### src/design/mcc_pkg.sv
`default_nettype none

package mcc_pkg;

  // Default sizes of the coin store and the amount table.
  localparam int MAX_COINS_DEF  = 16;
  localparam int MAX_AMOUNT_DEF = 4095;

  // Widths of the item fields.
  localparam int KIND_W   = 2;
  localparam int VALUE_W  = 12;
  localparam int RESULT_W = 13;

  localparam int VALUE_MAX = (1 << VALUE_W) - 1;

  // Item kinds. The fourth code means nothing and is ignored.
  localparam logic [KIND_W-1:0] KIND_CLEAR = 2'd0;
  localparam logic [KIND_W-1:0] KIND_ADD   = 2'd1;
  localparam logic [KIND_W-1:0] KIND_SOLVE = 2'd2;

  localparam logic signed [RESULT_W-1:0] RESULT_NEG_ONE = '1;

  // Commands from the controller to the datapath.
  typedef struct packed {
    logic do_clear;
    logic do_add;
    logic load_solve;
    logic init;
    logic issue;
    logic write_amt;
    logic emit;
  } cmd_t;

  // Status from the datapath to the controller.
  typedef struct packed {
    logic quick;
    logic k_last;
    logic pipe_busy;
    logic a_last;
    logic out_free;
  } stat_t;

endpackage

`default_nettype wire

### src/design/mcc_ctrl.sv
`default_nettype none

module mcc_ctrl (
  input  wire logic                       clk_i,
  input  wire logic                       rst_ni,
  input  wire logic                       in_valid_i,
  input  wire logic [mcc_pkg::KIND_W-1:0] kind_i,
  input  wire mcc_pkg::stat_t             stat_i,
  output logic                            in_ready_o,
  output mcc_pkg::cmd_t                   cmd_o
);

  import mcc_pkg::*;

  typedef enum logic [2:0] {
    S_IDLE,
    S_INIT,
    S_SCAN,
    S_DRAIN,
    S_WRITE,
    S_DONE
  } state_e;

  state_e state_q, state_d;
  logic   accept;

  assign in_ready_o = (state_q == S_IDLE);
  assign accept     = in_valid_i && in_ready_o;

  always_comb begin
    state_d = state_q;
    cmd_o   = '0;
    case (state_q)
      S_IDLE: begin
        if (accept) begin
          case (kind_i)
            KIND_CLEAR: cmd_o.do_clear = 1'b1;
            KIND_ADD:   cmd_o.do_add = 1'b1;
            KIND_SOLVE: begin
              cmd_o.load_solve = 1'b1;
              state_d = stat_i.quick ? S_DONE : S_INIT;
            end
            default: ;
          endcase
        end
      end
      S_INIT: begin
        cmd_o.init = 1'b1;
        state_d = S_SCAN;
      end
      S_SCAN: begin
        cmd_o.issue = 1'b1;
        if (stat_i.k_last) begin
          state_d = S_DRAIN;
        end
      end
      S_DRAIN: begin
        if (!stat_i.pipe_busy) begin
          state_d = S_WRITE;
        end
      end
      S_WRITE: begin
        cmd_o.write_amt = 1'b1;
        state_d = stat_i.a_last ? S_DONE : S_SCAN;
      end
      S_DONE: begin
        if (stat_i.out_free) begin
          cmd_o.emit = 1'b1;
          state_d = S_IDLE;
        end
      end
      default: state_d = S_IDLE;
    endcase
  end

  always_ff @(posedge clk_i or negedge rst_ni) begin
    if (!rst_ni) begin
      state_q <= S_IDLE;
    end else begin
      state_q <= state_d;
    end
  end

endmodule

`default_nettype wire

### config.mk
export PLATFORM = sky130hd
export DESIGN_NAME = mcc_ctrl
export DESIGN_NICKNAME = d
export VERILOG_FILES = /design/src/design/mcc_pkg.sv /design/src/design/mcc_ctrl.sv
export SDC_FILE = /design/constraint.sdc
export NUM_CORES = 1
export LEC_CHECK = 0
export BUFFER_PORTS_ARGS = -buffer_cell sky130_fd_sc_hd__buf_4
export CORE_AREA = 2 2 39 41
export CTS_BUF_LIST = sky130_fd_sc_hd__clkbuf_8
export CTS_CLUSTER_SIZE = 8
export DETAILED_ROUTE_END_ITERATION = 8
export DIE_AREA = 0 0 41 43
export HOLD_SLACK_MARGIN = 0.08
export PLACE_DENSITY = 0.47
export SLEW_MARGIN = 15
export SYNTH_ARGS = -nofsm -noshare
export SYNTH_HDL_FRONTEND = slang
export SYNTH_SLANG_ARGS = --single-unit
### constraint.sdc
create_clock -name clk_i -period 1.75 [get_ports clk_i]
set_input_delay 0.175 -clock clk_i [delete_from_list [all_inputs] [get_ports clk_i]]
set_output_delay 0.175 -clock clk_i [all_outputs]
set_load 0.05 [all_outputs]
Yosys cells after proc, flatten, opt, wreduce, memory -nomap -nowiden
Index checks and enable logic that the tools add are counted.
- muxes and demuxes: 18
- reductions and logical operators: 4
- equality and inequality tests: 12
- operators by type and width (operator ; number):
    3-bit 2-to-1 mux ; 9
    3-bit one-hot mux with 6 select lines ; 1
    1-bit 2-to-1 mux ; 8
    3-bit by 2-bit equality test with 1-bit output (second input constant) ; 2
    3-bit equality test (second input constant) ; 2
    2-bit inequality test (second input constant) ; 3
    5-bit AND reduction ; 1
    2-bit by 1-bit inequality test with 1-bit output (second input constant) ; 2
    3-bit by 1-bit equality test with 1-bit output (second input constant) ; 1
    3-bit logical NOT ; 1
    2-bit by 1-bit equality test with 1-bit output (second input constant) ; 1
    2-bit equality test (second input constant) ; 1
    2-bit logical NOT ; 1
    1-bit logical AND ; 1
- register bits: 3
- output and inout bits: 8

Longest topological paths before layout
Gate-level depths: netlist of the first run.
- depth after elaboration: 4
- depth in mapped cells: 4
- mapped depth without buffers: 3

Worst setup path before layout of the first run
Ideal clock, no wire load.
- path type: flip-flop to output port
- start: register state_q[1]
- end: output cmd_o[6] in the netlist's numbering
- path slack: -1.164 ns
- buffers on the path: 0
- cell stages (with the launch flop): 3
- arrival: 2.739 ns
- data required time: 1.575 ns
- cell sequence: dfrtp_1 > nor3_2 > nor4bb_1
- RTL lines (element ; RTL line ; source):
    start, declared ; mcc_ctrl.sv:24 ; state_e state_q, state_d;
    start signal, assigned ; mcc_ctrl.sv:80 ; state_q <= state_d;
    end, declared ; mcc_ctrl.sv:10 ; output mcc_pkg::cmd_t cmd_o

==> results.env, run 1 <==
RUN_STATUS='complete, no violations'
POST-ROUTE-PERIOD-UTIL=0.911
LARGESTREGISTERS='state_q: 3 flops'
ALL_LAYER_GR_USAGE=0.122
VIAS_PER_CELL=4.45
TIMING.SETUP.TNS_NS=0
PIN_COUNT=18
FINAL_CORE_UTILIZATION=0.385
MAX_FREQ_MHz=627
FINAL.SETUP_SKEW_NS=0.000572
SLEW_HEADROOM=0.787
NETLIST_INSTANCES=38
CPMAXSTAGEDELAYCELL='sky130_fd_sc_hd__dfrtp_2'
WL_PER_CELL_UM=10.5
SLOWEST_DELAY_NS=0.48
TIMING.HOLD.WORST_PATH_DEPTH=3
TRITONCTS_SINK_COUNT=3
ANTENNA_FOUND_INITIAL=0
FINAL_HOLD_VIOL_COUNT=0
ROUTE.VIAS.TOTAL=329
R2R.WORST_PATH.CELLS=3
FINAL-MAX-SLEW-VIOLATION-COUNT=0
DRTANTENNAVIOLNETS=0
FINAL-SETUP-VIOL-COUNT=0
POWER.LEAKAGE_uW=0.000243
POWER_SWITCHING_SHARE=0.487
DETAILEDPLACEMENTHPWL_UM=587
REMAINING_DRC_ERRORS=0
SYN_AREA_UM2=323
VIA_COUNT_OF_THE_FIRST_GLOBAL_ROUTING_PASS=320
CAP_VIOLATIONS=0
CLOCK_BUFFER_COUNT_FROM_CTS=3
YOSYS_WARNINGS=0
CLOCK_PATH_BUFFERS=2
DRT_FIRST_PASS_ITERS=3
CTS_ROOT_BUFFER='sky130_fd_sc_hd__clkbuf_8'
HOLD_CLASS='in2reg'
LARGEST-REGISTER='state_q'
TOTAL_POWER_PER_UNIT_CELL_AREA_nW_PER_UM2=1790
WORST_SETUP_PATH_START_KIND='flip-flop'
INITIAL_CORE_UTIL=0.233
YOSYSTOPAREACELLSHARE=0.233
NETS=69
NETSWITCHINGPOWER_uW=465
ROWS=14
VDD.IR_DROP.WORST_mV=0.795
POST_SYNTH_MAIN_AREA_CONTRIBUTORS='sky130_fd_sc_hd__dfrtp_1 (23%), sky130_fd_sc_hd__nand2b_1 (7.8%), sky130_fd_sc_hd__buf_6 (7.0%)'
OVERFLOW_LEFT_AFTER_GLOBAL_ROUTING=0
LARGEST_REG_FLOPS=3
CTS_TREE='yes'
SYNTH_TOP_AREA_CELL='sky130_fd_sc_hd__dfrtp_1'
WORSTSETUPENDPOINTTYPE='output pin'
SYNTH.YOSYS.SEQ_AREA_SHARE=0.233
GRT_FIRST_PASS_WIRELENGTH_UM=1410
PLACE.PORT_BUFFERS=17
POWER_REPORT.INTERNAL_TOTAL_uW=491
GLOBALPLACE.CONGESTION=0.688
CRIT_ARRIVAL_NS=1.42
DIEHEIGHT_UM=43
CLOCK_INSERTION_DELAY_WORST_SKEW_NS=0.21
PLACED_CELLS=69
LAYOUTNONFILLERINSTCOUNT=74
HTREE_LEVELS=1
POSTSYNTHAREAPERCELL_UM2=8.50
NUM_ANTENNA_CELLS=0
POST-CTS-SETUP-BUFFERS=0
SYNTH.DISTINCT_CELLS=26
INITIALDRTVIOLATIONCOUNT=6
ROUTED_WL_UM=776
CLKPWRFRAC=0.202
SHARE_SEQ_OF_TOTAL_POWER=0.217
FINALCRITICALPERIOD_NS=1.59
CLK_PIN_SLEW_WORST_PATHS_NS=0.03
SYNTH-SEQ-CELLS=3
POWER.SHARE.COMBINATIONAL=0.581
SHARE_OF_CELLS_ABOVE_DRIVE_STRENGTH_1=0.483
COREAREA_UM2=1380
AREA.GROWTH.SYNTH_TO_FINAL_PCT=65.1
CRITICAL_PATH.MAX_FANOUT=13
DIE-AREA_UM2=1760
RSZ0062_AT_GRT='false'
GRT_START_MAX_NET_PINS=16
SYNTHESIS.NETS=48
PATH_CLASS='reg2out'
CP.REQUIRED_NS=1.57
WORSTMARGINPINSLEW_NS=0.317
WORSTPATHCELLLIST='nor3_4 -> nor4bb_4 -> buf_4'
DIE_W_UM=41
[area by class of cell]
type                       count  area, um2
inverter                       1       3.75
tap                           16       20.0
clock buffer                   3       41.3
multi-input combinational     31        241
sequential                     3       77.6
timing repair buffer          19        145
fill                         148        851
clock inverter                 1       3.75
[cell families after synthesis]
kind of cell | after synthesis | synth area share
and+or+nand+nor | 22 | 0.446
DFF | 3 | 0.233
buffers and inverters | 4 | 0.105
AOI/OAI and AO/OA | 9 | 0.217
[timing repair]
action / 4_1_cts / 5_1_grt
hold endpoints to repair: 3 / 0
hold buffers: 1 / 0
setup endpoints to repair: 0 / 1
resized for setup: 0 / 2
[power by group through the flow]
stage | logic, uW | registers (uW) | clock network, uW
finish | 556 | 208 | 193
global route | 612 | 220 | 205
CTS | 563 | 202 | 200
detailed placement | 561 | 203 | 0
global placement | 560 | 204 | 0
floorplan | 509 | 145 | 0
[placed cells by master, fill, tap and decap left out, drive strengths merged]
cell type / instances
nor2: 4
buf: 18
a21oi: 2
nor4bb: 1
and2: 1
nor2b: 2
nand2: 2
dfrtp: 3
and3: 1
nor3: 1
a311oi: 1
o21ai: 1
nor3b: 2
nand2b: 4
and4b: 1
dlygate4sd3: 1
o22a: 1
or2b: 1
clkbuf: 3
nand3b: 1
o32ai: 1
inv: 2
a221oi: 1
nor4: 1
a22oi: 1
o22ai: 1
[per-stage QoR]
step           power (uW)  hold WS [ns]  area, um2  setup slack [ns]
6_report              956         0.272        533             0.156
5_1_grt              1040         0.295        533            0.0474
4_1_cts               965         0.277        531            0.0818
3_5_place_dp          764       -0.0360        475             0.308
3_3_place_gp          764       -0.0350        475             0.331
2_1_floorplan         654        -0.121        350           -0.0859
[cells in the mapped netlist (all sizes together)]
master / number
or2b: 1
and3: 1
nor4: 1
a21oi: 2
inv: 1
and4b: 1
dfrtp: 3
a221oi: 1
nor3: 1
a311oi: 1
nor2: 4
o32ai: 1
nand3b: 1
nand2: 2
a22oi: 1
nand2b: 4
o22a: 1
and2: 1
nor2b: 2
buf: 3
o21ai: 1
nor4bb: 1
o22ai: 1
nor3b: 2
[worst paths after layout]
check	from	endpoint	slack [ns]
max	state_q[1]	cmd_o[6]	0.16
min	stat_i[1]	state_q[1]	0.27
max reg2reg	state_q[2]	state_q[2]	0.56
min reg2reg	state_q[0]	state_q[1]	0.66
max in group asynchronous	rst_ni	state_q[1]	1.37
min in group asynchronous	rst_ni	state_q[2]	0.28
[critical path: cells and delay by family, from the launching register on]
| kind | cells | cell delay, ns |
|---|---|---|
| AND/OR/NAND/NOR | 2 | 0.49 |
| flip-flops | 1 | 0.48 |
| buffers and inverters | 1 | 0.23 |
[layer usage]
layer | GRT usage | wire (um) | part of all wire | vias to the layer above
met5 | 0 | 0 | 0 | -
met4 | 0.0800 | 0 | 0 | 0
met3 | 0.0471 | 33 | 0.043 | 0
met2 | 0.144 | 377 | 0.49 | 6
met1 | 0.176 | 366 | 0.47 | 144
li1 | - | - | - | 179
Power figures use the tool's default switching activity.
==> inputs of run 2 (changes only) <==
Settings changed: BUFFER_PORTS_ARGS -buffer_cell sky130_fd_sc_hd__buf_4 to unset, DONT_BUFFER_PORTS set to 1, PLACE_DENSITY 0.47 to 0.35.
==> results.env, run 2 (synthesized netlist as in run 1, its figures left out) <==
RUN_STATUS='complete, no violations'
CLOCK_INSERTION_DELAY_WORST_SKEW_NS=0.21
DIE-AREA_UM2=1760
ALL_LAYER_GR_USAGE=0.110
VIA_COUNT_OF_THE_FIRST_GLOBAL_ROUTING_PASS=315
ROUTED_WL_UM=841
PIN_COUNT=18
TOTAL_POWER_PER_UNIT_CELL_AREA_nW_PER_UM2=1940
CPMAXSTAGEDELAYCELL='sky130_fd_sc_hd__dfrtp_1'
NETS=59
HOLD_CLASS='in2reg'
PATH_CLASS='reg2out'
ROWS=14
DIE_W_UM=41
VIAS_PER_CELL=4.97
ROUTE.VIAS.TOTAL=318
CLOCK_BUFFER_COUNT_FROM_CTS=3
ANTENNA_FOUND_INITIAL=0
CTS_TREE='yes'
LAYOUT_COMMONEST_CELL='sky130_fd_sc_hd__buf_4'
LARGEST_REG_FLOPS=3
CP.BUFFERS_INVERTERS=1
FINALCRITICALPERIOD_NS=1.65
FINAL-MAX-SLEW-VIOLATION-COUNT=0
HTREE_LEVELS=1
POWER.SHARE.COMBINATIONAL=0.566
POWER_REPORT.INTERNAL_TOTAL_uW=472
INITIAL_CORE_UTIL=0.233
REMAINING_DRC_ERRORS=0
AREA.GROWTH.SYNTH_TO_FINAL_PCT=48.8
TRITONCTS_SINK_COUNT=3
MAX_FREQ_MHz=605
FINISH.INSTANCE_AREA_UM2=480
PLACED_AREA_UM2=425
SHARE_OF_CELLS_ABOVE_DRIVE_STRENGTH_1=0.333
CRITICAL_PATH.MAX_FANOUT=13
COREAREA_UM2=1380
NUM_ANTENNA_CELLS=0
WORSTSETUPENDPOINTTYPE='output pin'
PLACE.PORT_BUFFERS=0
DRT_FIRST_PASS_ITERS=4
FINAL_HOLD_VIOL_COUNT=0
WORST_SETUP_PATH_START_KIND='flip-flop'
DIEHEIGHT_UM=43
GRT_FIRST_PASS_WIRELENGTH_UM=1270
FINAL.SETUP.WORST_SLACK_NS=0.0974
INITIALDRTVIOLATIONCOUNT=7
RSZ0062_AT_GRT='false'
POWER_SWITCHING_SHARE=0.494
CTS_ROOT_BUFFER='sky130_fd_sc_hd__clkbuf_8'
POST-CTS-SETUP-BUFFERS=0
DRTANTENNAVIOLNETS=0
SLOWEST_DELAY_NS=0.52
POST-LAYOUT-TOTAL-POWER_uW=933
FINAL-SETUP-VIOL-COUNT=0
SHARE_SEQ_OF_TOTAL_POWER=0.225
DETAILEDPLACEMENTHPWL_UM=628
CLOCK_PATH_BUFFERS=2
VDD.IR_DROP.WORST_mV=0.815
WORSTMARGINPINSLEW_NS=0.497
LARGESTREGISTERS='state_q: 3 flops'
CRIT_ARRIVAL_NS=1.48
POST-ROUTE-PERIOD-UTIL=0.944
NETSWITCHINGPOWER_uW=461
CAP_VIOLATIONS=0
FINAL.SETUP_SKEW_NS=0.000497
GLOBALPLACE.CONGESTION=0.669
CP_TOP_FAMILY='simple AND/OR/NAND/NOR gates'
N_FILL_CELL=149
LARGEST-REGISTER='state_q'
CLK_PIN_SLEW_WORST_PATHS_NS=0.03
CP.REQUIRED_NS=1.57
WORSTPATHCELLLIST='nor3_4 -> nor4bb_4 -> buf_12'
WL_PER_CELL_UM=13.1
CLKPWRFRAC=0.209
PLACEMENT.SETUP.WORST_SLACK_NS=0.323
POSTCTSRESIZEDCELLS=0
OVERFLOW_LEFT_AFTER_GLOBAL_ROUTING=0
SLEW_HEADROOM=0.671
POWER.LEAKAGE_uW=0.000203
HOLD_BUFFERS=1
GRT_START_MAX_NET_PINS=14
COMMONEST_CELLS_AFTER_ROUTING_FILL_AND_TAPS_ASIDE='sky130_fd_sc_hd__buf_4 (6), sky130_fd_sc_hd__nor2_1 (4), sky130_fd_sc_hd__nand2b_1 (4)'
==> run 2: cell count changes in the layout (fill, tap and decap cells not counted), sizes merged <==
| cell | delta |
|---|---|
| buf | -10 |
==> run 2: layer usage <==
metal  track usage  vias to the layer above  wire length, um
met4         0.100                        0                0
met3        0.0209                        0               63
met2         0.163                       10              436
met1         0.123                      148              340
li1              -                      160                -
met5             0                        -                0
==> run 2: stage by stage <==
stage	utilization	TNS, ns	hold slack, ns	instances
finish	0.347	0	0.195	64
detailed placement	0.307	0	-0.121	59
CTS	0.347	0	0.197	64
global route	0.347	0	0.213	64
floorplan	-	-0.0859	-0.121	38
global placement	0.307	0	-0.121	59
==> run 2: final timing paths <==
check | from | end | slack (ns) | cells after the start
max | state_q[1] | cmd_o[6] | 0.1 | 3
max reg2reg | state_q[2] | state_q[2] | 0.42 | 4
min | stat_i[1] | state_q[1] | 0.19 | 2
min in group asynchronous | rst_ni | state_q[2] | 0.21 | 1
max in group asynchronous | rst_ni | state_q[1] | 1.40 | 1
min reg2reg | state_q[2] | state_q[1] | 0.68 | 1
==> run 2: cell type report <==
type | instances | area [um2] | area share
tap | 16 | 20.0 | 0.0417
sequential | 3 | 75.1 | 0.156
clock inverter | 1 | 3.75 | 0.00781
multi-input combinational | 31 | 241 | 0.503
inverter | 1 | 3.75 | 0.00781
clock buffer | 3 | 41.3 | 0.0859
timing repair buffer | 9 | 95.1 | 0.198
==> run 2: power groups by stage <==
stage	Sequential [uW]	Combinational, uW	Clock, uW
finish	210	528	195
detailed placement	210	533	0
floorplan	145	509	0
global route	224	569	206
global placement	209	533	0
CTS	209	537	203
==> inputs of run 3 (changes only) <==
Clock period 1.75 ns to 1.9 ns, I/O delays scaled along.
==> results.env, run 3 (synthesized netlist as in run 1, its figures left out) <==
REGISTER_AREA_UM2=75.1
CTS_TREE='yes'
INITIALDRTVIOLATIONCOUNT=2
WL_PER_CELL_UM=13.5
DETAILEDPLACEMENTHPWL_UM=619
CLOCK_BUFFER_COUNT_FROM_CTS=3
POSTCTSRESIZEDCELLS=0
MULTI_INPUT_AREA_UM2=241
ROUTED_WL_UM=838
PLACE.PORT_BUFFERS=0
CLK_PIN_SLEW_WORST_PATHS_NS=0.03
GRT_START_MAX_NET_PINS=16
ROWS=14
GROUTE.LAYER.MET3.USAGE=0.0314
MAX_FREQ_MHz=571
DIE_W_UM=41
VIAS_PER_CELL=5.19
VIA_COUNT_OF_THE_FIRST_GLOBAL_ROUTING_PASS=314
DIEHEIGHT_UM=43
ALL_LAYER_GR_USAGE=0.121
R2R.WORST_PATH.CELLS=3
POWER.LEAKAGE_uW=0.000193
DIE-AREA_UM2=1760
WORSTSETUPENDPOINTTYPE='output pin'
TRITONCTS_SINK_COUNT=3
GLOBALPLACE.CONGESTION=0.706
FINAL-MAX-SLEW-VIOLATION-COUNT=0
NETS=57
WORSTMARGINPINSLEW_NS=0.494
WORST_SETUP_PATH_START_KIND='flip-flop'
VDD.IR_DROP.WORST_mV=0.761
LARGESTREGISTERS='state_q: 3 flops'
PATH_CLASS='reg2out'
FINAL.SETUP_SKEW_NS=0.00152
REMAINING_DRC_ERRORS=0
TOTAL_POWER_PER_UNIT_CELL_AREA_nW_PER_UM2=1830
PLACEMENT.SETUP.WORST_SLACK_NS=0.387
GLOBALROUTEMET2UTIL=0.150
COREAREA_UM2=1380
INITIAL_CORE_UTIL=0.233
COMMONEST_CELLS_AFTER_ROUTING_FILL_AND_TAPS_ASIDE='sky130_fd_sc_hd__nor2_1 (4), sky130_fd_sc_hd__nand2b_1 (4), sky130_fd_sc_hd__buf_4 (4)'
SLEW_HEADROOM=0.670
RSZ0062_AT_GRT='false'
GLOBAL_ROUTE.USAGE.MET1=0.156
TIMING.SETUP.TNS_NS=0
NUM_ANTENNA_CELLS=0
DRTANTENNAVIOLNETS=0
GRT_FIRST_PASS_WIRELENGTH_UM=1360
CP.REQUIRED_NS=1.71
N_FILL_CELL=145
FINAL_HOLD_VIOL_COUNT=0
FINAL-SETUP-VIOL-COUNT=0
DRT_FIRST_PASS_ITERS=3
LARGEST-REGISTER='state_q'
ANTENNA_FOUND_INITIAL=0
FINALCRITICALPERIOD_NS=1.75
SHARE_OF_CELLS_ABOVE_DRIVE_STRENGTH_1=0.304
OVERFLOW_LEFT_AFTER_GLOBAL_ROUTING=0
GRT_BUSIEST_LAYER='met1'
AREA.GROWTH.SYNTH_TO_FINAL_PCT=44.2
FINAL.SETUP.WORST_SLACK_NS=0.149
CRIT_ARRIVAL_NS=1.56
CLOCK_INSERTION_DELAY_WORST_SKEW_NS=0.22
CTS_ROOT_BUFFER='sky130_fd_sc_hd__clkbuf_8'
CLOCK_PATH_BUFFERS=2
LARGEST_REG_FLOPS=3
HOLD_CLASS='in2async'
CRITICAL_PATH.MAX_FANOUT=13
HTREE_LEVELS=1
ROUTE.VIAS.TOTAL=322
RUN_STATUS='complete, no violations'
POST-ROUTE-PERIOD-UTIL=0.922
PIN_COUNT=18
FINAL_CORE_UTILIZATION=0.336
CAP_VIOLATIONS=0
run 3: changes by cell type in the layout (fill, tap and decap cells not counted):
| cell | delta |
|---|---|
| sky130_fd_sc_hd__buf_4 | -2 |
run 3: path summary, 6_finish.rpt:
path / slack (ns) / start / endpoint
min in group clk_i: 0.22 / stat_i[1] / state_q[1]
hold / removal: 0.22 / rst_ni / state_q[0]
setup reg to reg: 0.53 / state_q[2] / state_q[2]
hold reg to reg: 0.80 / state_q[2] / state_q[1]
max in group asynchronous: 1.54 / rst_ni / state_q[2]
setup / recovery: 0.15 / state_q[0] / cmd_o[0]
run 3: final cells by class:
cell class              count  area share
clock inverters             1     0.00806
repair buffers              7       0.172
inverters                   1     0.00806
multi-input cells          31       0.519
well taps                  16      0.0430
clock buffers               3      0.0887
flip-flops and latches      3       0.161
run 3: timing repair:
item,CTS,global route
hold buffers,1,0
endpoints found under the hold margin,3,0
setup buffers,0,0
run 3: report_power, final:
part / switching (uW) / internal [uW]
Combinational: 273 / 194
Clock: 42.4 / 138
Sequential: 110 / 92.8
run 3: metrics by stage:
step	instances	hold slack (ns)	cell area [um2]	total power (uW)
global route	62	0.231	465	918
finish	62	0.219	465	850
global placement	57	-0.106	410	667
detailed placement	57	-0.106	410	671
CTS	62	0.221	465	862
floorplan	38	-0.106	350	602
run 3: critical path: stages, from the launching register on:
cell                      delay [ns]
sky130_fd_sc_hd__dfrtp_1        0.59
sky130_fd_sc_hd__nor2b_1        0.25
sky130_fd_sc_hd__and3_1         0.50
run 3: layer usage:
| metal | vias up | routed length (um) |
|---|---|---|
| li1 | 157 | - |
| met1 | 150 | 367 |
| met2 | 11 | 389 |
| met3 | 4 | 56 |
| met4 | 0 | 24 |
| met5 | - | 0 |
